**src/ps2m_pkg.sv**
```systemverilog
// Shared types and constants for the PS/2 mouse device core.
package ps2m_pkg;

    // Item kinds on the input tuser
    localparam logic [1:0] KIND_HOST   = 2'd0;
    localparam logic [1:0] KIND_BUTTON = 2'd1;
    localparam logic [1:0] KIND_MOTION = 2'd2;

    // Host commands
    localparam logic [7:0] CMD_RESET       = 8'hFF;
    localparam logic [7:0] CMD_DEFAULTS    = 8'hF6;
    localparam logic [7:0] CMD_DISABLE     = 8'hF5;
    localparam logic [7:0] CMD_STREAM_MODE = 8'hEA;
    localparam logic [7:0] CMD_ENABLE      = 8'hF4;
    localparam logic [7:0] CMD_GET_ID      = 8'hF2;
    localparam logic [7:0] CMD_STATUS      = 8'hE9;
    localparam logic [7:0] CMD_SET_RATE    = 8'hF3;

    // Replies
    localparam logic [7:0] RSP_ACK     = 8'hFA;
    localparam logic [7:0] RSP_BAT_OK  = 8'hAA;
    localparam logic [7:0] RSP_ZERO    = 8'h00;
    localparam logic [7:0] RSP_STAT_RES  = 8'h02;
    localparam logic [7:0] RSP_STAT_RATE = 8'd100;

    // Mouse types and the sample rate sequences that raise them
    localparam logic [2:0]  TYPE_BASIC = 3'd0;
    localparam logic [2:0]  TYPE_WHEEL = 3'd3;
    localparam logic [2:0]  TYPE_FIVE  = 3'd4;
    localparam logic [23:0] SEQ_WHEEL  = 24'hC86450;
    localparam logic [23:0] SEQ_FIVE   = 24'hC8C850;

    // Packet first byte always carries this bit
    localparam logic [7:0] PKT_SYNC = 8'h08;

    // Wheel byte codes
    localparam logic [7:0] WHL_UP    = 8'h01;
    localparam logic [7:0] WHL_DOWN  = 8'hFF;
    localparam logic [7:0] WHL_LEFT  = 8'h02;
    localparam logic [7:0] WHL_RIGHT = 8'hFE;

    // One queued run of reply bytes; data[0] goes first
    typedef struct packed {
        logic [3:0][7:0] data;
        logic [1:0]      last_idx;
        logic            stream;
    } t_job;

    typedef struct packed {
        logic full;
        logic empty;
    } t_q_status;

endpackage

```
**src/ps2m_front.sv**
```systemverilog
// Front end: decodes input words, keeps mouse state and builds reply runs.
module ps2m_front (
    input  logic              i_clk,
    input  logic              i_rst_n,
    input  logic              i_accept,
    input  logic              i_selected,
    input  logic [1:0]        i_kind,
    input  logic [7:0]        i_host_byte,
    input  logic [7:0]        i_prev_host_byte,
    input  logic [3:0]        i_button_number,
    input  logic              i_button_pressed,
    input  logic [7:0]        i_move_x,
    input  logic [7:0]        i_move_y,
    input  logic [7:0]        i_wheel_h,
    input  logic [7:0]        i_wheel_v,
    output logic              o_push,
    output ps2m_pkg::t_job    o_job
);

    logic        r_streaming, n_streaming;
    logic [2:0]  r_type,      n_type;
    logic [23:0] r_hist,      n_hist;
    logic [7:0]  r_mask,      n_mask;

    logic [3:0]  w_btn_idx;
    logic [7:0]  w_mask_upd;
    logic [7:0]  w_pkt_mask;
    logic [7:0]  w_x, w_y, w_h, w_v;
    logic [7:0]  w_b1, w_b3, w_b4, w_whl;
    logic        w_emit;
    logic [1:0]  w_last;
    logic [3:0][7:0] w_data;

    // button index is one-based; anything outside 1..8 leaves the mask alone
    always_comb begin
        w_btn_idx  = i_button_number - 4'd1;
        w_mask_upd = r_mask;
        if (!w_btn_idx[3]) begin
            w_mask_upd[w_btn_idx[2:0]] = i_button_pressed;
        end
    end

    assign w_pkt_mask = (i_kind == ps2m_pkg::KIND_BUTTON) ? w_mask_upd : r_mask;
    assign w_x = (i_kind == ps2m_pkg::KIND_MOTION) ? i_move_x  : 8'd0;
    assign w_y = (i_kind == ps2m_pkg::KIND_MOTION) ? i_move_y  : 8'd0;
    assign w_h = (i_kind == ps2m_pkg::KIND_MOTION) ? i_wheel_h : 8'd0;
    assign w_v = (i_kind == ps2m_pkg::KIND_MOTION) ? i_wheel_v : 8'd0;

    assign w_b3 = 8'd0 - w_y;
    assign w_b1 = ps2m_pkg::PKT_SYNC | {5'd0, w_pkt_mask[2:0]}
                | {3'd0, w_x[7], 4'd0} | {2'd0, w_b3[7], 5'd0};

    // horizontal wins over vertical
    always_comb begin
        priority if (w_h[7])        w_whl = ps2m_pkg::WHL_LEFT;
        else if (w_h != 8'd0)       w_whl = ps2m_pkg::WHL_RIGHT;
        else if (w_v[7])            w_whl = ps2m_pkg::WHL_UP;
        else if (w_v != 8'd0)       w_whl = ps2m_pkg::WHL_DOWN;
        else                        w_whl = 8'd0;
    end

    assign w_b4 = (r_type == ps2m_pkg::TYPE_FIVE)
                ? {2'b00, w_pkt_mask[4], w_pkt_mask[3], w_whl[3:0]}
                : w_whl;

    always_comb begin
        n_streaming = r_streaming;
        n_type      = r_type;
        n_hist      = r_hist;
        n_mask      = r_mask;
        w_emit      = 1'b0;
        w_last      = 2'd0;
        w_data      = '0;
        w_data[0]   = ps2m_pkg::RSP_ACK;

        unique case (i_kind)
            ps2m_pkg::KIND_HOST: begin
                w_emit = 1'b1;
                if (i_prev_host_byte == ps2m_pkg::CMD_SET_RATE) begin
                    n_hist = {r_hist[15:0], i_host_byte};
                    if (r_type == ps2m_pkg::TYPE_BASIC && n_hist == ps2m_pkg::SEQ_WHEEL) begin
                        n_type = ps2m_pkg::TYPE_WHEEL;
                    end else if (r_type == ps2m_pkg::TYPE_WHEEL
                                 && n_hist == ps2m_pkg::SEQ_FIVE) begin
                        n_type = ps2m_pkg::TYPE_FIVE;
                    end
                end else begin
                    unique case (i_host_byte)
                        ps2m_pkg::CMD_RESET: begin
                            n_streaming = 1'b0;
                            n_type      = ps2m_pkg::TYPE_BASIC;
                            w_data[1]   = ps2m_pkg::RSP_BAT_OK;
                            w_data[2]   = {5'd0, ps2m_pkg::TYPE_BASIC};
                            w_last      = 2'd2;
                        end
                        ps2m_pkg::CMD_DEFAULTS: begin
                            n_streaming = 1'b0;
                            n_type      = ps2m_pkg::TYPE_BASIC;
                        end
                        ps2m_pkg::CMD_DISABLE, ps2m_pkg::CMD_STREAM_MODE: begin
                            n_streaming = 1'b0;
                        end
                        ps2m_pkg::CMD_ENABLE: begin
                            n_streaming = 1'b1;
                        end
                        ps2m_pkg::CMD_GET_ID: begin
                            w_data[1] = {5'd0, r_type};
                            w_last    = 2'd1;
                        end
                        ps2m_pkg::CMD_STATUS: begin
                            w_data[1] = ps2m_pkg::RSP_ZERO;
                            w_data[2] = ps2m_pkg::RSP_STAT_RES;
                            w_data[3] = ps2m_pkg::RSP_STAT_RATE;
                            w_last    = 2'd3;
                        end
                        default: begin
                        end
                    endcase
                end
            end
            ps2m_pkg::KIND_BUTTON, ps2m_pkg::KIND_MOTION: begin
                if (i_selected) begin
                    if (i_kind == ps2m_pkg::KIND_BUTTON) begin
                        n_mask = w_mask_upd;
                    end
                    if (r_streaming) begin
                        w_emit    = 1'b1;
                        w_data[0] = w_b1;
                        w_data[1] = w_x;
                        w_data[2] = w_b3;
                        w_data[3] = w_b4;
                        w_last    = (r_type == ps2m_pkg::TYPE_WHEEL
                                     || r_type == ps2m_pkg::TYPE_FIVE) ? 2'd3 : 2'd2;
                    end
                end
            end
            default: begin
            end
        endcase
    end

    always_ff @(posedge i_clk) begin
        if (!i_rst_n) begin
            r_streaming <= 1'b0;
            r_type      <= ps2m_pkg::TYPE_BASIC;
            r_hist      <= 24'd0;
            r_mask      <= 8'd0;
        end else if (i_accept) begin
            r_streaming <= n_streaming;
            r_type      <= n_type;
            r_hist      <= n_hist;
            r_mask      <= n_mask;
        end
    end

    assign o_push          = i_accept & w_emit;
    assign o_job.data      = w_data;
    assign o_job.last_idx  = w_last;
    assign o_job.stream    = n_streaming;

endmodule

```
**src/ps2m_queue.sv**
```systemverilog
// Small FIFO of reply runs between the front end and the byte serialiser.
module ps2m_queue #(
    parameter int DEPTH = 2
) (
    input  logic                i_clk,
    input  logic                i_rst_n,
    input  logic                i_push,
    input  ps2m_pkg::t_job      i_job,
    input  logic                i_pop,
    output ps2m_pkg::t_job      o_head,
    output ps2m_pkg::t_q_status o_status
);

    localparam int PTR_W = $clog2(DEPTH);
    localparam int CNT_W = $clog2(DEPTH + 1);

    ps2m_pkg::t_job r_mem [DEPTH];
    logic [PTR_W-1:0] r_wr_ptr, r_rd_ptr;
    logic [CNT_W-1:0] r_count;
    logic             w_push, w_pop;

    assign o_status.full  = (r_count == CNT_W'(DEPTH));
    assign o_status.empty = (r_count == '0);
    assign w_push = i_push & ~o_status.full;
    assign w_pop  = i_pop  & ~o_status.empty;
    assign o_head = r_mem[r_rd_ptr];

    always_ff @(posedge i_clk) begin
        if (w_push) begin
            r_mem[r_wr_ptr] <= i_job;
        end
    end

    always_ff @(posedge i_clk) begin
        if (!i_rst_n) begin
            r_wr_ptr <= '0;
            r_rd_ptr <= '0;
            r_count  <= '0;
        end else begin
            if (w_push) begin
                r_wr_ptr <= (r_wr_ptr == PTR_W'(DEPTH - 1)) ? '0 : r_wr_ptr + 1'b1;
            end
            if (w_pop) begin
                r_rd_ptr <= (r_rd_ptr == PTR_W'(DEPTH - 1)) ? '0 : r_rd_ptr + 1'b1;
            end
            if (w_push && !w_pop) begin
                r_count <= r_count + 1'b1;
            end else if (w_pop && !w_push) begin
                r_count <= r_count - 1'b1;
            end
        end
    end

endmodule

```
**src/ps2m_back.sv**
```systemverilog
// Back end: sends each queued run one byte per word through an output register.
module ps2m_back (
    input  logic                i_clk,
    input  logic                i_rst_n,
    input  ps2m_pkg::t_job      i_head,
    input  ps2m_pkg::t_q_status i_status,
    output logic                o_pop,
    output logic                o_tvalid,
    input  logic                i_tready,
    output logic [7:0]          o_tdata,
    output logic                o_tlast,
    output logic                o_tuser
);

    logic       r_tvalid;
    logic [7:0] r_tdata;
    logic       r_tlast;
    logic       r_tuser;
    logic [1:0] r_idx;
    logic       w_load, w_end;

    assign w_load = (~r_tvalid | i_tready) & ~i_status.empty;
    assign w_end  = (r_idx == i_head.last_idx);
    assign o_pop  = w_load & w_end;

    always_ff @(posedge i_clk) begin
        if (!i_rst_n) begin
            r_tvalid <= 1'b0;
            r_idx    <= 2'd0;
        end else begin
            if (w_load) begin
                r_tvalid <= 1'b1;
                r_idx    <= w_end ? 2'd0 : r_idx + 2'd1;
            end else if (i_tready) begin
                r_tvalid <= 1'b0;
            end
        end
    end

    always_ff @(posedge i_clk) begin
        if (w_load) begin
            r_tdata <= i_head.data[r_idx];
            r_tlast <= w_end;
            r_tuser <= i_head.stream;
        end
    end

    assign o_tvalid = r_tvalid;
    assign o_tdata  = r_tdata;
    assign o_tlast  = r_tlast;
    assign o_tuser  = r_tuser;

endmodule

```
**src/ps2_mouse_device_emulator_core.sv**
```systemverilog
// PS/2 mouse device core: command replies and movement packets as a byte stream.
//
// Takes one input word per cycle while the run queue has room. Host command
// bytes get an ack (0xFA) plus up to three reply bytes; button and motion
// words give a 3-byte packet while selected and streaming, or 4 bytes once the
// mouse type has been raised to wheel or five-button. All state is updated in
// the cycle a word is taken. The serialiser puts out one byte per cycle while
// the output side is ready and a run is queued, so a word yields as many
// output bytes as it has reply bytes (1 to 4); words with no reply queue
// nothing. QUEUE_DEPTH runs can wait between decode and output, so input keeps
// flowing while the output side is stalled until the queue fills.
module ps2_mouse_device_emulator_core #(
    parameter int QUEUE_DEPTH = 2
) (
    input  logic        i_clk,
    input  logic        i_rst_n,
    input  logic        i_cfg_we,
    input  logic        i_cfg_wdata,     // ps2_mouse_selected
    input  logic        s_axis_tvalid,
    output logic        s_axis_tready,
    // [7:0] host_byte, [15:8] prev_host_byte, [19:16] button_number,
    // [20] button_pressed, [28:21] move_x, [36:29] move_y,
    // [44:37] wheel_h, [52:45] wheel_v, [55:53] zero
    input  logic [55:0] s_axis_tdata,
    input  logic [1:0]  s_axis_tuser,    // [1:0] kind
    output logic        m_axis_tvalid,
    input  logic        m_axis_tready,
    output logic [7:0]  m_axis_tdata,    // [7:0] out_byte
    output logic        m_axis_tlast,
    output logic        m_axis_tuser     // [0] reporting_enabled
);

    logic                r_selected;
    logic                w_accept;
    logic                w_push, w_pop;
    ps2m_pkg::t_job      w_job, w_head;
    ps2m_pkg::t_q_status w_status;

    always_ff @(posedge i_clk) begin
        if (!i_rst_n) begin
            r_selected <= 1'b1;
        end else if (i_cfg_we) begin
            r_selected <= i_cfg_wdata;
        end
    end

    assign s_axis_tready = ~w_status.full;
    assign w_accept      = s_axis_tvalid & s_axis_tready;

    ps2m_front u_front (
        .i_clk            (i_clk),
        .i_rst_n          (i_rst_n),
        .i_accept         (w_accept),
        .i_selected       (r_selected),
        .i_kind           (s_axis_tuser),
        .i_host_byte      (s_axis_tdata[7:0]),
        .i_prev_host_byte (s_axis_tdata[15:8]),
        .i_button_number  (s_axis_tdata[19:16]),
        .i_button_pressed (s_axis_tdata[20]),
        .i_move_x         (s_axis_tdata[28:21]),
        .i_move_y         (s_axis_tdata[36:29]),
        .i_wheel_h        (s_axis_tdata[44:37]),
        .i_wheel_v        (s_axis_tdata[52:45]),
        .o_push           (w_push),
        .o_job            (w_job)
    );

    ps2m_queue #(
        .DEPTH (QUEUE_DEPTH)
    ) u_queue (
        .i_clk    (i_clk),
        .i_rst_n  (i_rst_n),
        .i_push   (w_push),
        .i_job    (w_job),
        .i_pop    (w_pop),
        .o_head   (w_head),
        .o_status (w_status)
    );

    ps2m_back u_back (
        .i_clk    (i_clk),
        .i_rst_n  (i_rst_n),
        .i_head   (w_head),
        .i_status (w_status),
        .o_pop    (w_pop),
        .o_tvalid (m_axis_tvalid),
        .i_tready (m_axis_tready),
        .o_tdata  (m_axis_tdata),
        .o_tlast  (m_axis_tlast),
        .o_tuser  (m_axis_tuser)
    );

endmodule

```
**config.mk**
```make
export PLATFORM = sky130hd
export DESIGN_NAME = ps2_mouse_device_emulator_core
export DESIGN_NICKNAME = d
export VERILOG_FILES = /design/src/ps2m_pkg.sv /design/src/ps2m_front.sv /design/src/ps2m_queue.sv /design/src/ps2m_back.sv /design/src/ps2_mouse_device_emulator_core.sv
export SDC_FILE = /design/constraint.sdc
export NUM_CORES = 1
export LEC_CHECK = 0
export BUFFER_PORTS_ARGS = -buffer_cell sky130_fd_sc_hd__buf_2
export CAP_MARGIN = 10
export CORE_MARGIN = 2
export CORE_UTILIZATION = 45
export CTS_CLUSTER_DIAMETER = 150
export CTS_CLUSTER_SIZE = 30
export DETAILED_ROUTE_END_ITERATION = 8
export GPL_TIMING_DRIVEN = 0
export PLACE_DENSITY_LB_ADDON = 0.3
export RECOVER_POWER = 25
export SLEW_MARGIN = 10
export SYNTH_ARGS = -nofsm -noshare
export SYNTH_HDL_FRONTEND = slang
export SYNTH_HIERARCHICAL = 1
export SYNTH_SLANG_ARGS = --single-unit
export TNS_END_PERCENT = 1
```
**constraint.sdc**
```tcl
create_clock -name i_clk -period 9.4 [get_ports i_clk]
set_clock_uncertainty 0.2 [all_clocks]
set_input_delay 0.94 -clock i_clk [delete_from_list [all_inputs] [get_ports i_clk]]
set_output_delay 0.94 -clock i_clk [all_outputs]
set_load 0.03 [all_outputs]
```
==> results.ini, run 1 <==
[status]
outcome=finished clean

[placed_design]
place_inst=695
place_hpwl_mm=8.73
place.gp.congestion=0.800
port_buffers=70

[logic_synthesis]
synth_xor_area_frac=0.0141
yosysMostFrequentCell=edfxtp_1
synth_common_cells=edfxtp_1 (80), nand2_1 (44), mux2_2 (35)
yosys.cell_types.count=64
yosysSeqAreaShare=0.549
synth_fp_nets=528
synth_top_family_by_area=simple AND/OR/NAND/NOR gates
yosysTopAreaCell=edfxtp_1
avgSynthCellArea_um2=12.3
synth_edf_count=80
synth_area_leaders=edfxtp_1 (43%), dfxtp_1 (12%), mux2_2 (7.1%)
ys.warnings.count=6
synth_ff_type=edfxtp_1
ys_ff_latch=113
synthAdderAreaFrac=0.0224
postSynthCellCount=454
async_flop_share=0
netlist.area_leader.share=0.430
synth_compound_area_frac=0.0628
syn-cell-area_um2=5580
synth_simple_gate_area_frac=0.162
muxShareOfSynthArea=0.153

[final_layout]
diodes=0
syn2layout_area_growth_pct=22.6
finalNonFillerCells=727
drive_above_1_share=0.263
fin_nets=620
final_core_util=0.568

[clock_tree]
numCtsBuffers=17
insertion_delay_ns=0.41
holdBufCountCts=0
h-tree-depth=4
cts_resized=0
clock_sinks=113
cts_tree=yes
cts_buffer_depth=2
root_buffer=clkbuf_16
cts.clk_slew.worst_paths_ns=0.05
cts_setup_buffers=0

[worst_setup_path]
worstPathArrival_ns=3.45
slowest_delay_ns=0.55
path_cells=clkbuf_1 -> inv_1 -> ha_1 -> and3_1 -> clkbuf_1 -> nor2_1 -> nor3_1 -> inv_1 -> nor3_4 -> buf_16 -> buf_16
crit_buf_inv=6
start_kind=primary input
crit_path_end_kind=flop
cp_data_required_time_ns=9.31
cp_slowest_cell=nor3_4
crit_type=in2reg
crit_fanout=16
critical_path.top_delay_family=buffers and inverters

[sta]
tns_ns=0
slew_violations=0
fin_crit_sh=0.376
rsz0062_at_grt=no
tightestPinTransition_ns=1.08
setup_viol=0
fin_crit_ns=3.54
maxSlewHeadroom=0.279
finalHoldViolations=0
max_freq_ghz=0.283

[worst_hold_path]
hold_class=reg2reg

[routing]
drc=0
ant_nets=0
dr_total_vias=3916
vias_per_cell=5.39
wirelength_mm=12.4
routedWlPerCell_um=17.0
drtIter0Drc=244
firstDrtPassIters=5

[floorplanning]
initial_utilization=0.463
fp.dieH_um=115
ios=76
die_area_um2=13300
num_rows=40
dieWidth_um=115
core-area_um2=12100

[global_route]
antenna_found_initial=0
grtUsageTotal=0.201
overflow=0
grt_first_pass_wirelength_mm=19.9
grt_max_degree=29
grt_pass1_vias=3987

[power]
ir_drop_mv=0.131
power.density_nw_per_um2=197
power.total_w=0.00135
leakage_nw=2.37

[flow_run]
cap_violations=0

-- per-layer routing --
metal | vias up | track usage | part of all wire | wire length, um
li1 | 1865 | - | - | -
met1 | 1904 | 0.230 | 0.41 | 5030
met2 | 130 | 0.355 | 0.52 | 6470
met3 | 17 | 0.0596 | 0.057 | 704
met4 | 0 | 0.0739 | 0.014 | 171
met5 | - | 0 | 0 | 0
-- flip-flops by register name, indices dropped and copies added, names as in the netlist, named ones only --
name,flops
r_selected,1
u_queue/r_rd_ptr,1
u_front/r_mask,5
u_back/o_tlast,1
u_back/o_tuser,1
u_front/r_streaming,1
u_front/r_type,2
u_queue/r_count,2
u_queue/r_mem,70
u_queue/r_wr_ptr,1
u_back/o_tdata,8
u_back/o_tvalid,1
u_back/r_idx,2
u_front/r_hist,16
-- power breakdown --
part / leakage [nW] / internal (W) / total, W / switching, W
combinational: 1.11 / 0.0000384 / 0.0000934 / 0.0000549
sequential: 0.946 / 0.000542 / 0.000546 / 0.00000411
clock: 0.317 / 0.000492 / 0.000709 / 0.000217
-- cells in the final DEF, fill, tap and decap left out, types with 7 or more instances in the layout --
cell / count
mux2_2: 34
nor2_1: 24
clkbuf_1: 26
nand3_1: 12
nor2b_1: 23
ha_1: 10
buf_2: 59
edfxtp_1: 80
mux2i_1: 27
nand2_1: 44
nor4_1: 7
o21ai_0: 9
clkbuf_16: 17
dfxtp_1: 33
inv_1: 21
-- worst min-delay path, cell delays in order, from the launching register on --
cell	delay [ns]
dfxtp_1	0.31
nand2_1	0.05
mux2i_1	0.05
-- path summary, 6_finish.rpt --
| path | startpoint | end | slack [ns] | cells past startpoint |
|---|---|---|---|---|
| max | s_axis_tuser[0] | u_queue/r_mem[0][8] | 5.86 | 11 |
| min | u_front/r_mask[3] | u_front/r_mask[3] | 0.26 | 2 |
| max reg2reg | flop | u_queue/r_count[1] | 5.95 | 10 |
| min reg2reg | u_front/r_mask[3] | u_front/r_mask[3] | 0.26 | 2 |
-- layout make-up --
| type | count | area (um2) |
|---|---|---|
| clock inverter | 13 | 215 |
| multi-input combinational | 299 | 2320 |
| buffer | 21 | 115 |
| inverter | 21 | 78.8 |
| timing repair buffer | 73 | 409 |
| clock buffer | 19 | 433 |
| fill | 1008 | 5220 |
| tap | 168 | 210 |
| sequential | 113 | 3060 |
-- per-stage QoR --
stage	hold WS, ns	cell area, um2	setup slack (ns)
after floorplan	0.233	5580	5.45
after global placement	0.247	6140	4.27
after detailed placement	0.259	6220	5.68
after CTS	0.266	6870	6.11
after global routing	0.297	6850	5.63
final	0.262	6850	5.86
-- kinds of logic after synthesis --
logic type                 Yosys count
DFF                                113
adders and majority gates           10
muxes                               70
other                                1
buffers and inverters               42
xor gates and xnor gates             9
AOI/OAI and AO/OA                   48
and+or+nand+nor                    161
No activity file was read; power rests on OpenSTA's default activity.
==> inputs of run 2 (changes only) <==
clock period = 3.05 ns   (was 9.4 ns; I/O delays follow)
==> results.ini, run 2 (same netlist as run 1, synthesis figures left out) <==
[status]
outcome=finished clean  ; unchanged

[power]
internal-power_w=0.00328  ; was 0.00107 W
p_switching_w=0.000855  ; was 0.000276 W
leakage_nw=2.42  ; was 2.37 nW
ir_drop_mv=0.367  ; was 0.131 mV
comb_power_share=0.072  ; was 0.069
power.share.clock=0.521  ; was 0.526
power.total_w=0.00414  ; was 0.00135 W
swShare=0.207  ; was 0.205
power.density_nw_per_um2=599  ; was 197 nW/um2
seqPwrFrac=0.407  ; was 0.405

[worst_setup_path]
crit_fanout=10  ; was 16
start_kind=flop  ; was primary input
crit_type=reg2reg  ; was in2reg
worstPathArrival_ns=2.99  ; was 3.45 ns
crit_path_end_kind=flop  ; unchanged
cp_data_required_time_ns=3.18  ; was 9.31 ns

[clock_tree]
numCtsBuffers=17  ; unchanged
cts_tree=yes  ; unchanged
cts_buffer_depth=2  ; unchanged
h-tree-depth=4  ; unchanged
cts.clk_slew.worst_paths_ns=0.05  ; about the same
clock_sinks=113  ; unchanged
root_buffer=clkbuf_16  ; unchanged
insertion_delay_ns=0.40  ; was 0.41 ns

[floorplanning]
num_rows=40  ; unchanged
ios=76  ; unchanged
initial_utilization=0.463  ; unchanged
die_area_um2=13300  ; unchanged
fp.dieH_um=115  ; unchanged
core-area_um2=12100  ; unchanged
dieWidth_um=115  ; unchanged

[global_route]
grt_first_pass_wirelength_mm=20.0  ; was 19.9 mm
gr-max-usage-layer=met2  ; unchanged
antenna_found_initial=0  ; unchanged
grt_util_met1=0.230  ; about the same
overflow=0  ; unchanged
grt_max_degree=34  ; was 29
grt_pass1_vias=4136  ; was 3,987
met3_usage=0.0585  ; was 0.0596
grt_use_met2=0.349  ; was 0.355
grtUsageTotal=0.201  ; about the same

[sta]
rsz0062_at_grt=no  ; unchanged
finalHoldViolations=0  ; unchanged
whs_ns=0.0153  ; was 0.262 ns
setup_viol=0  ; unchanged
maxSlewHeadroom=0.264  ; was 0.279
tightestPinTransition_ns=1.10  ; was 1.08 ns
setup_ws_ns=0.189  ; was 5.86 ns
slew_violations=0  ; unchanged
max_freq_ghz=0.350
fin_crit_sh=0.938
fin_crit_ns=2.86

[placed_design]
place.gp.congestion=0.802  ; was 0.800
place_hpwl_mm=8.58  ; was 8.73 mm
post_dp_cell_area_um2=6200  ; was 6220 um2
place_ws_ns=0.0225  ; was 5.68 ns
port_buffers=70  ; unchanged

[routing]
wirelength_mm=12.4  ; about the same
drtIter0Drc=192  ; was 244
drc=0  ; unchanged
dr_total_vias=3933  ; was 3,916
firstDrtPassIters=4  ; was 5
vias_per_cell=5.36  ; was 5.39
ant_nets=0  ; unchanged
routedWlPerCell_um=16.9  ; was 17.0 um

[final_layout]
diodes=0  ; unchanged
final_area_um2=6910  ; was 6850 um2
largest_reg_flops=70  ; unchanged
drive_above_1_share=0.283  ; was 0.263
syn2layout_area_growth_pct=23.8  ; was 22.6%
fin_nets=627  ; was 620
largest-register=u_queue/r_mem  ; unchanged
final_cell_mix=edfxtp_1 (80), buf_2 (61), nand2_1 (44), mux2_2 (35), dfxtp_1 (33)  ; was edfxtp_1 (80), buf_2 (59), nand2_1 (44), mux2_2 (34), dfxtp_1 (33)
final_common_cell=edfxtp_1  ; unchanged

[flow_run]
cap_violations=0  ; unchanged

[worst_hold_path]
hold_class=in2reg  ; was reg2reg

-- run 2: power groups by stage --
stage | Clock, W | Combinational, W | Sequential, W
after global placement | 0 | 0.000278 | 0.00171
after floorplan | 0 | 0.000153 | 0.00174
after detailed placement | 0 | 0.000289 | 0.00171
after global routing | 0.00226 | 0.000324 | 0.00169
final | 0.00215 | 0.000296 | 0.00168
after CTS | 0.00218 | 0.000295 | 0.00168
-- run 2: timing repair --
item | in CTS | in global routing
setup endpoints to repair | 0 | 36
endpoints found under the hold margin | 1 | 0
gates resized for setup | 0 | 2
buffers inserted | 0 | 4
hold buffers | 3 | 0
-- run 2: worst max-delay path, cell delays in order, from the launching register on --
cell and delay (ns):
dfxtp_1 0.31, buf_2 0.25, buf_6 0.22, mux2_2 0.40, xnor2_1 0.16, nand2_1 0.12
nor3_1 0.14, o21ai_1 0.14, ha_1 0.34, or3_1 0.35, a21boi_1 0.15
-- run 2: layout make-up --
cell class	instances	area [um2]
buffer	21	129
clock inverter	11	185
fill	1003	5150
sequential	113	3060
tap	168	210
inverter	21	78.8
timing repair buffer	80	457
multi-input combinational	299	2330
clock buffer	21	460
-- run 2: layer usage --
layer  share of wire  up-vias
li1                -     1876
met1            0.41     1924
met2            0.52      115
met3           0.054       18
met4           0.014        0
met5               0        -
-- run 2: through the flow --
stage / instances / TNS (ns) / util
global placement: 692 / -35.61 / 0.510
floorplan: 454 / 0 / -
finish: 734 / 0 / 0.573
detailed placement: 695 / 0 / 0.514
global route: 734 / 0 / 0.573
CTS: 730 / 0 / 0.570
-- run 2: worst paths after layout --
kind                                         from                 end  slack [ns]  depth (start not counted)
worst min-delay path              s_axis_tdata[2]   u_front/r_hist[2]        0.02                          3
worst min register to register  u_front/r_mask[0]   u_front/r_mask[0]        0.26                          2
worst max-delay path                         flop  u_queue/r_count[1]        0.19                         10
worst max register to register               flop  u_queue/r_count[1]        0.19                         10
